**src/hdl/dccf_pkg.sv**
```systemverilog
package dccf_pkg;

  typedef enum logic [3:0] {
    ST_IDLE,
    ST_ERR,
    ST_INIT,
    ST_DEV,
    ST_ADDRH,
    ST_ADDRL,
    ST_CNT,
    ST_DATA,
    ST_CRCL,
    ST_CRCH
  } state_t;

  // Frame kinds
  localparam logic [2:0] MODE_SINGLE_READ  = 3'd0;
  localparam logic [2:0] MODE_SINGLE_WRITE = 3'd1;
  localparam logic [2:0] MODE_STACK_READ   = 3'd2;
  localparam logic [2:0] MODE_STACK_WRITE  = 3'd3;
  localparam logic [2:0] MODE_BCAST_READ   = 3'd4;
  localparam logic [2:0] MODE_BCAST_WRITE  = 3'd5;
  localparam logic [2:0] MODE_REVERSE      = 3'd6;
  localparam logic [2:0] MODE_UNUSED       = 3'd7;

  localparam logic [7:0]  INIT_BASE    = 8'h80;
  localparam logic [7:0]  INIT_REVERSE = 8'hE0;
  localparam logic [15:0] CRC_INIT     = 16'hFFFF;
  localparam logic [15:0] CRC_POLY     = 16'hA001;

  typedef struct packed {
    logic       clear;
    logic       enable;
    logic [7:0] data;
  } crc_ctrl_t;

  function automatic logic [15:0] crc_byte(input logic [15:0] crc_in, input logic [7:0] b);
    logic [15:0] c;
    c = crc_in ^ {8'h00, b};
    for (int k = 0; k < 8; k++) begin
      if (c[0]) begin
        c = (c >> 1) ^ CRC_POLY;
      end else begin
        c = c >> 1;
      end
    end
    return c;
  endfunction

endpackage

```
**src/hdl/dccf_crc.sv**
```systemverilog
module dccf_crc (
  input  logic                clk,
  input  logic                rst,
  input  dccf_pkg::crc_ctrl_t ctrl,
  output logic [15:0]         crc
);
  import dccf_pkg::*;

  // Fold one frame byte per cycle, while enable is high, into the running check value
  always_ff @(posedge clk) begin
    if (rst) begin
      crc <= CRC_INIT;
    end else if (ctrl.clear) begin
      crc <= CRC_INIT;
    end else if (ctrl.enable) begin
      crc <= crc_byte(crc, ctrl.data);
    end
  end

endmodule

```
**src/hdl/daisy_chain_command_framer.sv**
```systemverilog
// Daisy-chain register command framer.
// Command channel: present mode, device_id, register_address, byte_count and
// write_word with start high; the command is taken at a rising edge where
// start is high and busy is low. busy stays high until the frame is out.
// Result channel: one frame byte per cycle on tx_byte, marked by
// result_valid for exactly one cycle; last_byte flags the final byte.
// The receiver cannot stall, so bytes leave back to back.
// The first byte appears in the cycle after the transfer.
// A frame holds n bytes (6 to 14), and the next command can be taken in the
// cycle after the last byte. The bytes come from the byte sequencer, and the
// CRC unit folds one header or payload byte into the check value per cycle.
// A bad byte count, or the unused kind, gives a single result with
// tx_byte 0, last_byte 1 and status 1.
// Reset returns the sequencer to idle; busy and result_valid are low.
module daisy_chain_command_framer #(
  parameter int MAX_READ_BYTES  = 128,
  parameter int MAX_WRITE_BYTES = 8
) (
  input  logic        clk,
  input  logic        rst,
  input  logic        start,
  output logic        busy,
  input  logic [2:0]  mode,
  input  logic [7:0]  device_id,
  input  logic [15:0] register_address,
  input  logic [7:0]  byte_count,
  input  logic [63:0] write_word,
  output logic        result_valid,
  output logic [7:0]  tx_byte,
  output logic        last_byte,
  output logic        status
);
  import dccf_pkg::*;

  localparam logic [7:0] MaxRd = 8'(MAX_READ_BYTES);
  localparam logic [7:0] MaxWr = 8'(MAX_WRITE_BYTES);

  state_t      state, state_next;
  logic [2:0]  kind;
  logic [7:0]  dev;
  logic [15:0] addr;
  logic [7:0]  count;
  logic [63:0] data;
  logic [2:0]  idx, idx_next;
  logic [15:0] crc;
  crc_ctrl_t   crc_ctrl;

  logic       accept;
  logic       in_read;
  logic       in_bad;
  logic       is_read;
  logic [7:0] count_m1;

  assign accept  = start && (state == ST_IDLE);
  assign in_read = (mode == MODE_SINGLE_READ) || (mode == MODE_STACK_READ) ||
                   (mode == MODE_BCAST_READ);
  assign in_bad  = (mode == MODE_UNUSED) || (byte_count == 8'd0) ||
                   (in_read && (byte_count > MaxRd)) ||
                   (!in_read && (byte_count > MaxWr));

  assign is_read  = (kind == MODE_SINGLE_READ) || (kind == MODE_STACK_READ) ||
                    (kind == MODE_BCAST_READ);
  assign count_m1 = count - 8'd1;

  always_ff @(posedge clk) begin
    if (rst) begin
      state <= ST_IDLE;
      idx   <= '0;
    end else begin
      state <= state_next;
      idx   <= idx_next;
    end
  end

  // Hold the command for the length of the frame
  always_ff @(posedge clk) begin
    if (accept) begin
      kind  <= mode;
      dev   <= device_id;
      addr  <= register_address;
      count <= byte_count;
      data  <= write_word;
    end
  end

  always_comb begin
    state_next      = state;
    idx_next        = idx;
    busy            = 1'b1;
    result_valid    = 1'b0;
    tx_byte         = 8'h00;
    last_byte       = 1'b0;
    status          = 1'b0;
    crc_ctrl.clear  = 1'b0;
    crc_ctrl.enable = 1'b0;
    case (state)
      ST_IDLE: begin
        busy = 1'b0;
        if (start) begin
          crc_ctrl.clear = 1'b1;
          state_next     = in_bad ? ST_ERR : ST_INIT;
        end
      end
      ST_ERR: begin
        result_valid = 1'b1;
        last_byte    = 1'b1;
        status       = 1'b1;
        state_next   = ST_IDLE;
      end
      ST_INIT: begin
        result_valid = 1'b1;
        if (kind == MODE_REVERSE) begin
          tx_byte = INIT_REVERSE;
        end else if (is_read) begin
          tx_byte = INIT_BASE | {1'b0, kind, 4'h0};
        end else begin
          tx_byte = INIT_BASE | {1'b0, kind, 1'b0, count_m1[2:0]};
        end
        if ((kind == MODE_SINGLE_READ) || (kind == MODE_SINGLE_WRITE)) begin
          state_next = ST_DEV;
        end else begin
          state_next = ST_ADDRH;
        end
      end
      ST_DEV: begin
        result_valid = 1'b1;
        tx_byte      = dev;
        state_next   = ST_ADDRH;
      end
      ST_ADDRH: begin
        result_valid = 1'b1;
        tx_byte      = addr[15:8];
        state_next   = ST_ADDRL;
      end
      ST_ADDRL: begin
        result_valid = 1'b1;
        tx_byte      = addr[7:0];
        idx_next     = count_m1[2:0];
        state_next   = is_read ? ST_CNT : ST_DATA;
      end
      ST_CNT: begin
        result_valid = 1'b1;
        tx_byte      = count_m1;
        state_next   = ST_CRCL;
      end
      ST_DATA: begin
        result_valid = 1'b1;
        tx_byte      = data[{idx, 3'b000} +: 8];
        // Advance towards the least significant sent byte
        if (idx == 3'd0) begin
          state_next = ST_CRCL;
        end else begin
          idx_next = idx - 3'd1;
        end
      end
      ST_CRCL: begin
        result_valid = 1'b1;
        tx_byte      = crc[7:0];
        state_next   = ST_CRCH;
      end
      ST_CRCH: begin
        result_valid = 1'b1;
        tx_byte      = crc[15:8];
        last_byte    = 1'b1;
        state_next   = ST_IDLE;
      end
      default: begin
        state_next = ST_IDLE;
      end
    endcase
    // Fold every header and payload byte into the check value
    crc_ctrl.enable = result_valid && (state != ST_ERR) &&
                      (state != ST_CRCL) && (state != ST_CRCH);
    crc_ctrl.data   = tx_byte;
  end

  dccf_crc u_crc (
    .clk  (clk),
    .rst  (rst),
    .ctrl (crc_ctrl),
    .crc  (crc)
  );

endmodule
```
**config.mk**
```make
export PLATFORM = sky130hd
export DESIGN_NAME = daisy_chain_command_framer
export DESIGN_NICKNAME = d
export VERILOG_FILES = /design/src/hdl/dccf_pkg.sv /design/src/hdl/dccf_crc.sv /design/src/hdl/daisy_chain_command_framer.sv
export SDC_FILE = /design/constraint.sdc
export NUM_CORES = 1
export LEC_CHECK = 0
export ABC_CLOCK_PERIOD_IN_PS = 5900
export BUFFER_PORTS_ARGS = -buffer_cell sky130_fd_sc_hd__buf_4
export CORE_MARGIN = 2
export CORE_UTILIZATION = 55
export DETAILED_ROUTE_END_ITERATION = 6
export GPL_TIMING_DRIVEN = 0
export PLACE_DENSITY = 0.8
export SYNTH_ARGS = -nofsm -noshare
export SYNTH_HDL_FRONTEND = slang
export SYNTH_HIERARCHICAL = 1
export SYNTH_SLANG_ARGS = --single-unit
```
**constraint.sdc**
```tcl
create_clock -name clk -period 5.9 [get_ports clk]
set_input_delay 0.59 -clock clk [delete_from_list [all_inputs] [get_ports clk]]
set_output_delay 0.59 -clock clk [all_outputs]
set_load 0.01 [all_outputs]
```
Word level (Yosys, flattened, before mapping)

Index checks and enable logic that the tools add are counted.

Register bits: 122
Bits of input ports: 102
Output and inout port bits: 12
Word-level logic and storage cells: 116

Add/sub/neg operators: 2
Magnitude comparators: 2
Equality and inequality tests: 22
Shift-type cells: 1
Muxes and demuxes: 46
Bitwise gates (word level): 9
Reduce and logical (&&, ||, !) cells: 26

Operators with widths:

| operator                                            | number |
|---|---|
| 2-to-1 mux 16 bit                                   | 29 |
| case mux 8 bit (8 select lines)                     | 1 |
| indexed part select 64 x 7 -> 8 bit                 | 1 |
| case mux 4 bit (8 select lines)                     | 1 |
| inverter 2 -> 3 bit                                 | 8 |
| == test 4 x 3 -> 1 bit (second input constant)      | 4 |
| XOR 16 x 8 -> 16 bit                                | 1 |
| == test 3 bit (second input constant)               | 4 |
| zero test 3 bit                                     | 3 |
| 2-to-1 mux 3 bit                                    | 3 |
| OR reduction 9 bit                                  | 1 |
| == test 4 x 2 -> 1 bit (second input constant)      | 2 |
| == test 4 bit (second input constant)               | 2 |
| > comparator 8 x 4 -> 1 bit (second input constant) | 1 |
| > comparator 8 bit (second input constant)          | 1 |
| zero test 8 bit                                     | 1 |
| logical OR 1 bit                                    | 8 |
| 2-to-1 mux 4 bit                                    | 2 |
| inequality test 4 bit (second input constant)       | 2 |
| subtractor 8 x 1 -> 8 bit (second input constant)   | 1 |
| 2-to-1 mux 1 bit                                    | 7 |
| 2-to-1 mux 7 bit                                    | 1 |
| == test 3 x 2 -> 1 bit (second input constant)      | 2 |
| logical AND 1 bit                                   | 6 |
| 12 further kinds                                    | 16 |

Longest topological paths before layout

Depth after elaboration: 44
Gate-level depth with buffers: 12

Hierarchy

Netlist, hierarchy kept.

Modules (own cells, without submodules):

| module                     | times used | cells an instance | area each (sq um) | sequential area each (sq um) |
|---|---|---|---|---|
| daisy_chain_command_framer | 1          | 314               | 4735.8            | 3113.0 |
| dccf_crc                   | 1          | 82                | 805.8             | 320.3 |

Least setup slack after synthesis

OpenSTA, ideal clock, no wires.

Path kind: flip-flop to flip-flop
Start: reg state[3]
End: reg u_crc.crc[11]
Setup time: 61 ps
Arrival: 4146 ps
Required time: 5839 ps
Setup slack: 1693 ps
Stages on the path, launching flop included: 8
Path buffers: 3
Clock period less this slack: 4207 ps
Cells stage by stage: dfxtp_1 clkbuf_1 buf_1 nor2_1 and3_1 nor2_1 clkbuf_1 nand2_1

Longest elaborated chain between the ends: 34
Elaborated cells on any way between the ends: 57

RTL lines:

| what                                                     | line                             | RTL |
|---|---|---|
| start, declared                                          | daisy_chain_command_framer.sv:38 | `state_t state, state_next;` |
| start signal, assigned                                   | daisy_chain_command_framer.sv:70 | `state <= state_next;` |
| == test 4 bit, or another cell as far along              | daisy_chain_command_framer.sv:96 | `case (state)` |
| case mux 8 bit (8 select lines)                          | daisy_chain_command_framer.sv:96 |  |
| XOR 16 x 8 -> 16 bit                                     | dccf_pkg.sv:39                   | `c = crc_in ^ {8'h00, b};` |
| 2-to-1 mux 16 bit or inverter 2 -> 3 bit (tied branches) | --                               |  |
| 2-to-1 mux 16 bit, on equally long branches              | dccf_crc.sv:15, dccf_pkg.sv:41   |  |
| 2-to-1 mux 16 bit, on equally long branches              | dccf_crc.sv:13, dccf_crc.sv:15   |  |
| 2-to-1 mux 16 bit, on equally long branches              | dccf_crc.sv:11, dccf_crc.sv:13   |  |
| 2-to-1 mux 16 bit, or another cell as far along          | dccf_pkg.sv:41                   | `if (c[0]) begin` |
| [... 18 more ...]                                        | --                               |  |
| 2-to-1 mux 16 bit                                        | dccf_crc.sv:15                   | `end else if (ctrl.enable) begin` |
| 2-to-1 mux 16 bit                                        | dccf_crc.sv:13                   | `end else if (ctrl.clear) begin` |
| 2-to-1 mux 16 bit                                        | dccf_crc.sv:11                   | `if (rst) begin` |
| 2-to-1 mux 16 bit                                        | dccf_pkg.sv:41                   |  |
| 2-to-1 mux 16 bit                                        | dccf_crc.sv:15                   |  |
| 2-to-1 mux 16 bit                                        | dccf_crc.sv:13                   |  |
| 2-to-1 mux 16 bit                                        | dccf_crc.sv:11                   |  |
| 2-to-1 mux 16 bit                                        | dccf_pkg.sv:41                   |  |
| end signal, assigned                                     | dccf_crc.sv:16                   | `crc <= crc_byte(crc, ctrl.data);` |
| end, declared                                            | dccf_crc.sv:5                    | `output logic [15:0] crc` |

Parallel ways exist; a longest one is shown, timed or not. The select of a mux whose other input is x is not followed.
A chain may end at the register's enable or synchronous reset.

==> out/metrics.csv <==
stage,metric,value,unit
status,status,completed,
logic_synthesis,Post-synth top cells,"edfxtp_1, nand2_1, nor2_1, dfxtp_1, mux2i_1",
logic_synthesis,Async SR Flop Fraction,0,%
critical_path,Critical Path End Type,flip-flop,
critical_path,Critical Path AT,3.90,ns
timing,Final period util,59.5,%
power_and_ir_drop,Max VDD drop,0.285,mV
logic_synthesis,Post-synth EDFFs,99,
route,DR DRC count,0,
clock_network,CTS buffer count,17,
placement,# port buffers,113,
clock_network,"Hold-fix buffers, CTS",0,
logic_synthesis,post-synth top area cell,edfxtp_1,
route,drt pass-1 iters,5,
placement,DP Area,6590,um^2
power_and_ir_drop,total power,2.36,mW
logic_synthesis,synth top area cells,"edfxtp_1, dfxtp_1, mux4_2",
worst_hold_path,hold path endpoint,data[54],
logic_synthesis,Synth Instances,396,
logic_synthesis,post-synth cell types,61,
layout,Finished Cell Area,7220,um^2
global_route,GRT overflow,0,
die,Die W,104,um
route,metal2 WL,6290,um
timing,final worst slack,2.39,ns
route,Post-Route WL,13100,um
timing,RSZ-0062 raised after global routing,false,
logic_synthesis,"Seq/Total Area, Yosys",62.0,%
flow_run,max capacitance violation total,0,
die,Row Count,36,
global_route,largest net degree at the start of global routing,72,
die,Die ar.,10900,um^2
route,initial DRC count,294,
timing,fmax,285,MHz
die,I/O pin total,114,
critical_path,Critical Path Fanout Max,10,
route,total number of vias,3910,
layout,Antenna Cells,0,
timing,final hold violation count,0,
die,Placeable Area,9770,um^2
critical_path,R2R Setup Slk,2.39,ns
layout,nets,634,
logic_synthesis,count of state elements after synthesis,122,
die,initial core utilization,56.7,%
logic_synthesis,Yosys Warn Count,6,
global_route,first-pass GRT wire length,20500,um
timing,final critical-path required period,3.51,ns
route,DR WL met3,1210,um
clock_network,CTS H-Tree Depth,4,
global_route,vias in the first global route,3889,
layout,Layout Utilization,73.8,%
timing,Fin Hold WS,0.232,ns
critical_path,type of origin of the critical path,flip-flop,
clock_network,clk_lat worst skew,0.53,ns
placement,number of cells after detailed placement,643,
placement,post-placement setup slack,2.38,ns
clock_network,PostCTS Resize Cnt,0,
layout,area delta synth->final,30.2,%
timing,Max Slew Vio Count,0,
timing,final setup violation count,0,
die,die height,104,um
layout,Layout Cells excl Fill,675,
global_route,initial antenna violation count,0,
timing,TNS Setup,0,ns
critical_path,Setup CP Type,reg2reg,
placement,routability cong.,0.904,
power_and_ir_drop,cell area power density,328,nW/um^2
logic_synthesis,top cell type's share of synthesized area,53.6,%
clock_network,TritonCTS clock tree,yes,
critical_path,reg2reg path depth,10,
logic_synthesis,Post-Syn Area,5540,um^2
worst_hold_path,worst hold start,write_word[54],
logic_synthesis,Syn Nets,501,
route,post-DR vias/cell,5.79,
timing,Slew @ Worst Pin,0.643,ns
clock_network,Max clock buf depth,2,
route,Max Used Layer,met4,
critical_path,worst r2r src,idx[0],
placement,DP HPWL,9240,um
clock_network,Setup Buffers After CTS,0,
global_route,Total GRT Usage,25.2,%
clock_network,total clock sinks,122,
clock_network,clock slew at the register clock pins of the worst setup and hold paths,0.06,ns
route,WL per Instance,19.3,um
worst_hold_path,Hold WC Path Type,in2reg,
critical_path,R2R Path End,u_crc/crc[0],
logic_synthesis,"count leader, synth",edfxtp_1,
power_and_ir_drop,Pleak,2.79,nW
clock_network,Root Driver,clkbuf_8,
timing,Worst Skew,0.00985,ns
route,M1 wire length,5210,um
critical_path,WP data required,6.29,ns
logic_synthesis,Syn Area/Cell,14.0,um^2
worst_hold_path,hold-critical path depth,1,
layout,share of layout cells above drive strength 1,34.3,%
logic_synthesis,Main synth FF type,edfxtp_1,
route,DRT antenna net count,0,
timing,Slew headroom,56.5,%
## sequential cells by signal, indices dropped and copies added, names as in the netlist
signal	cells
kind	3
count	8
addr	16
u_crc/crc	16
state	4
idx	3
dev	8
data	64
## worst max-delay path by stage
stage                   from       endpoint  slack, ns  depth (start not counted)
floorplan           state[3]  u_crc/crc[11]       1.69                          7
global placement    state[3]   u_crc/crc[4]       0.42                          7
detailed placement    idx[0]   u_crc/crc[0]       2.38                         10
CTS                   idx[0]   u_crc/crc[0]       2.37                         10
global route          idx[0]   u_crc/crc[0]       2.18                         10
finish                idx[0]   u_crc/crc[0]       2.39                         10
## layout by cell type, fill, tap and decap left out, drive strengths merged, types with 4 or more instances in the layout
cell	n
inv	13
or4	6
nor2	24
buf	133
dfxtp	23
nand2b	5
nand2	31
o221ai	4
clkinv	4
nor2b	6
nor3	6
a31oi	6
a21oi	11
xnor2	17
a22oi	6
mux4	16
mux2i	18
o21ai	19
clkbuf	26
a32oi	5
edfxtp	99
bufinv	4
nor4	7
xor2	6
## routing by layer
metal  vias to the layer above  GRT usage (%)
li1                       1808              -
met1                      1860           32.3
met2                       213           39.8
met3                        29           8.58
met4                         0           9.46
met5                         -              0
## cells by family after synthesis
kind of cell,share of synthesized area [%]
XOR/XNOR,5.44
adder cells (fa/ha/maj),0.677
AO/OA/AOI/OAI,8.22
flip-flops,62.0
multiplexers,10.8
buffers and inverters,3.27
AND/OR/NAND/NOR,9.60
## power by group
group | internal [mW] | switching (mW) | total (mW) | leakage [nW]
sequential | 1.01 | 0.0245 | 1.03 | 1.14
clock | 0.695 | 0.402 | 1.10 | 0.302
combinational | 0.118 | 0.117 | 0.235 | 1.35
## critical path, stage by stage, from the launching register on
cell and delay (ns):
dfxtp_1 0.32, buf_6 0.17, buf_2 0.33, mux4_2 0.55, mux2i_1 0.31, o221ai_1 0.31, xnor2_1 0.36, xor2_1 0.28
xnor3_2 0.43, xnor3_1 0.23, o211ai_2 0.07
## layout make-up
class,instances,area [um^2]
Sequential cell,122,3430
Timing Repair Buffer,114,876
Inverter,8,30.0
Clock buffer,17,414
Fill cell,616,2560
Tap cell,133,166
Multi-Input combinational cell,238,1930
Buffer,28,151
Clock inverter,15,213
No activity file was read; power rests on OpenSTA's default activity.
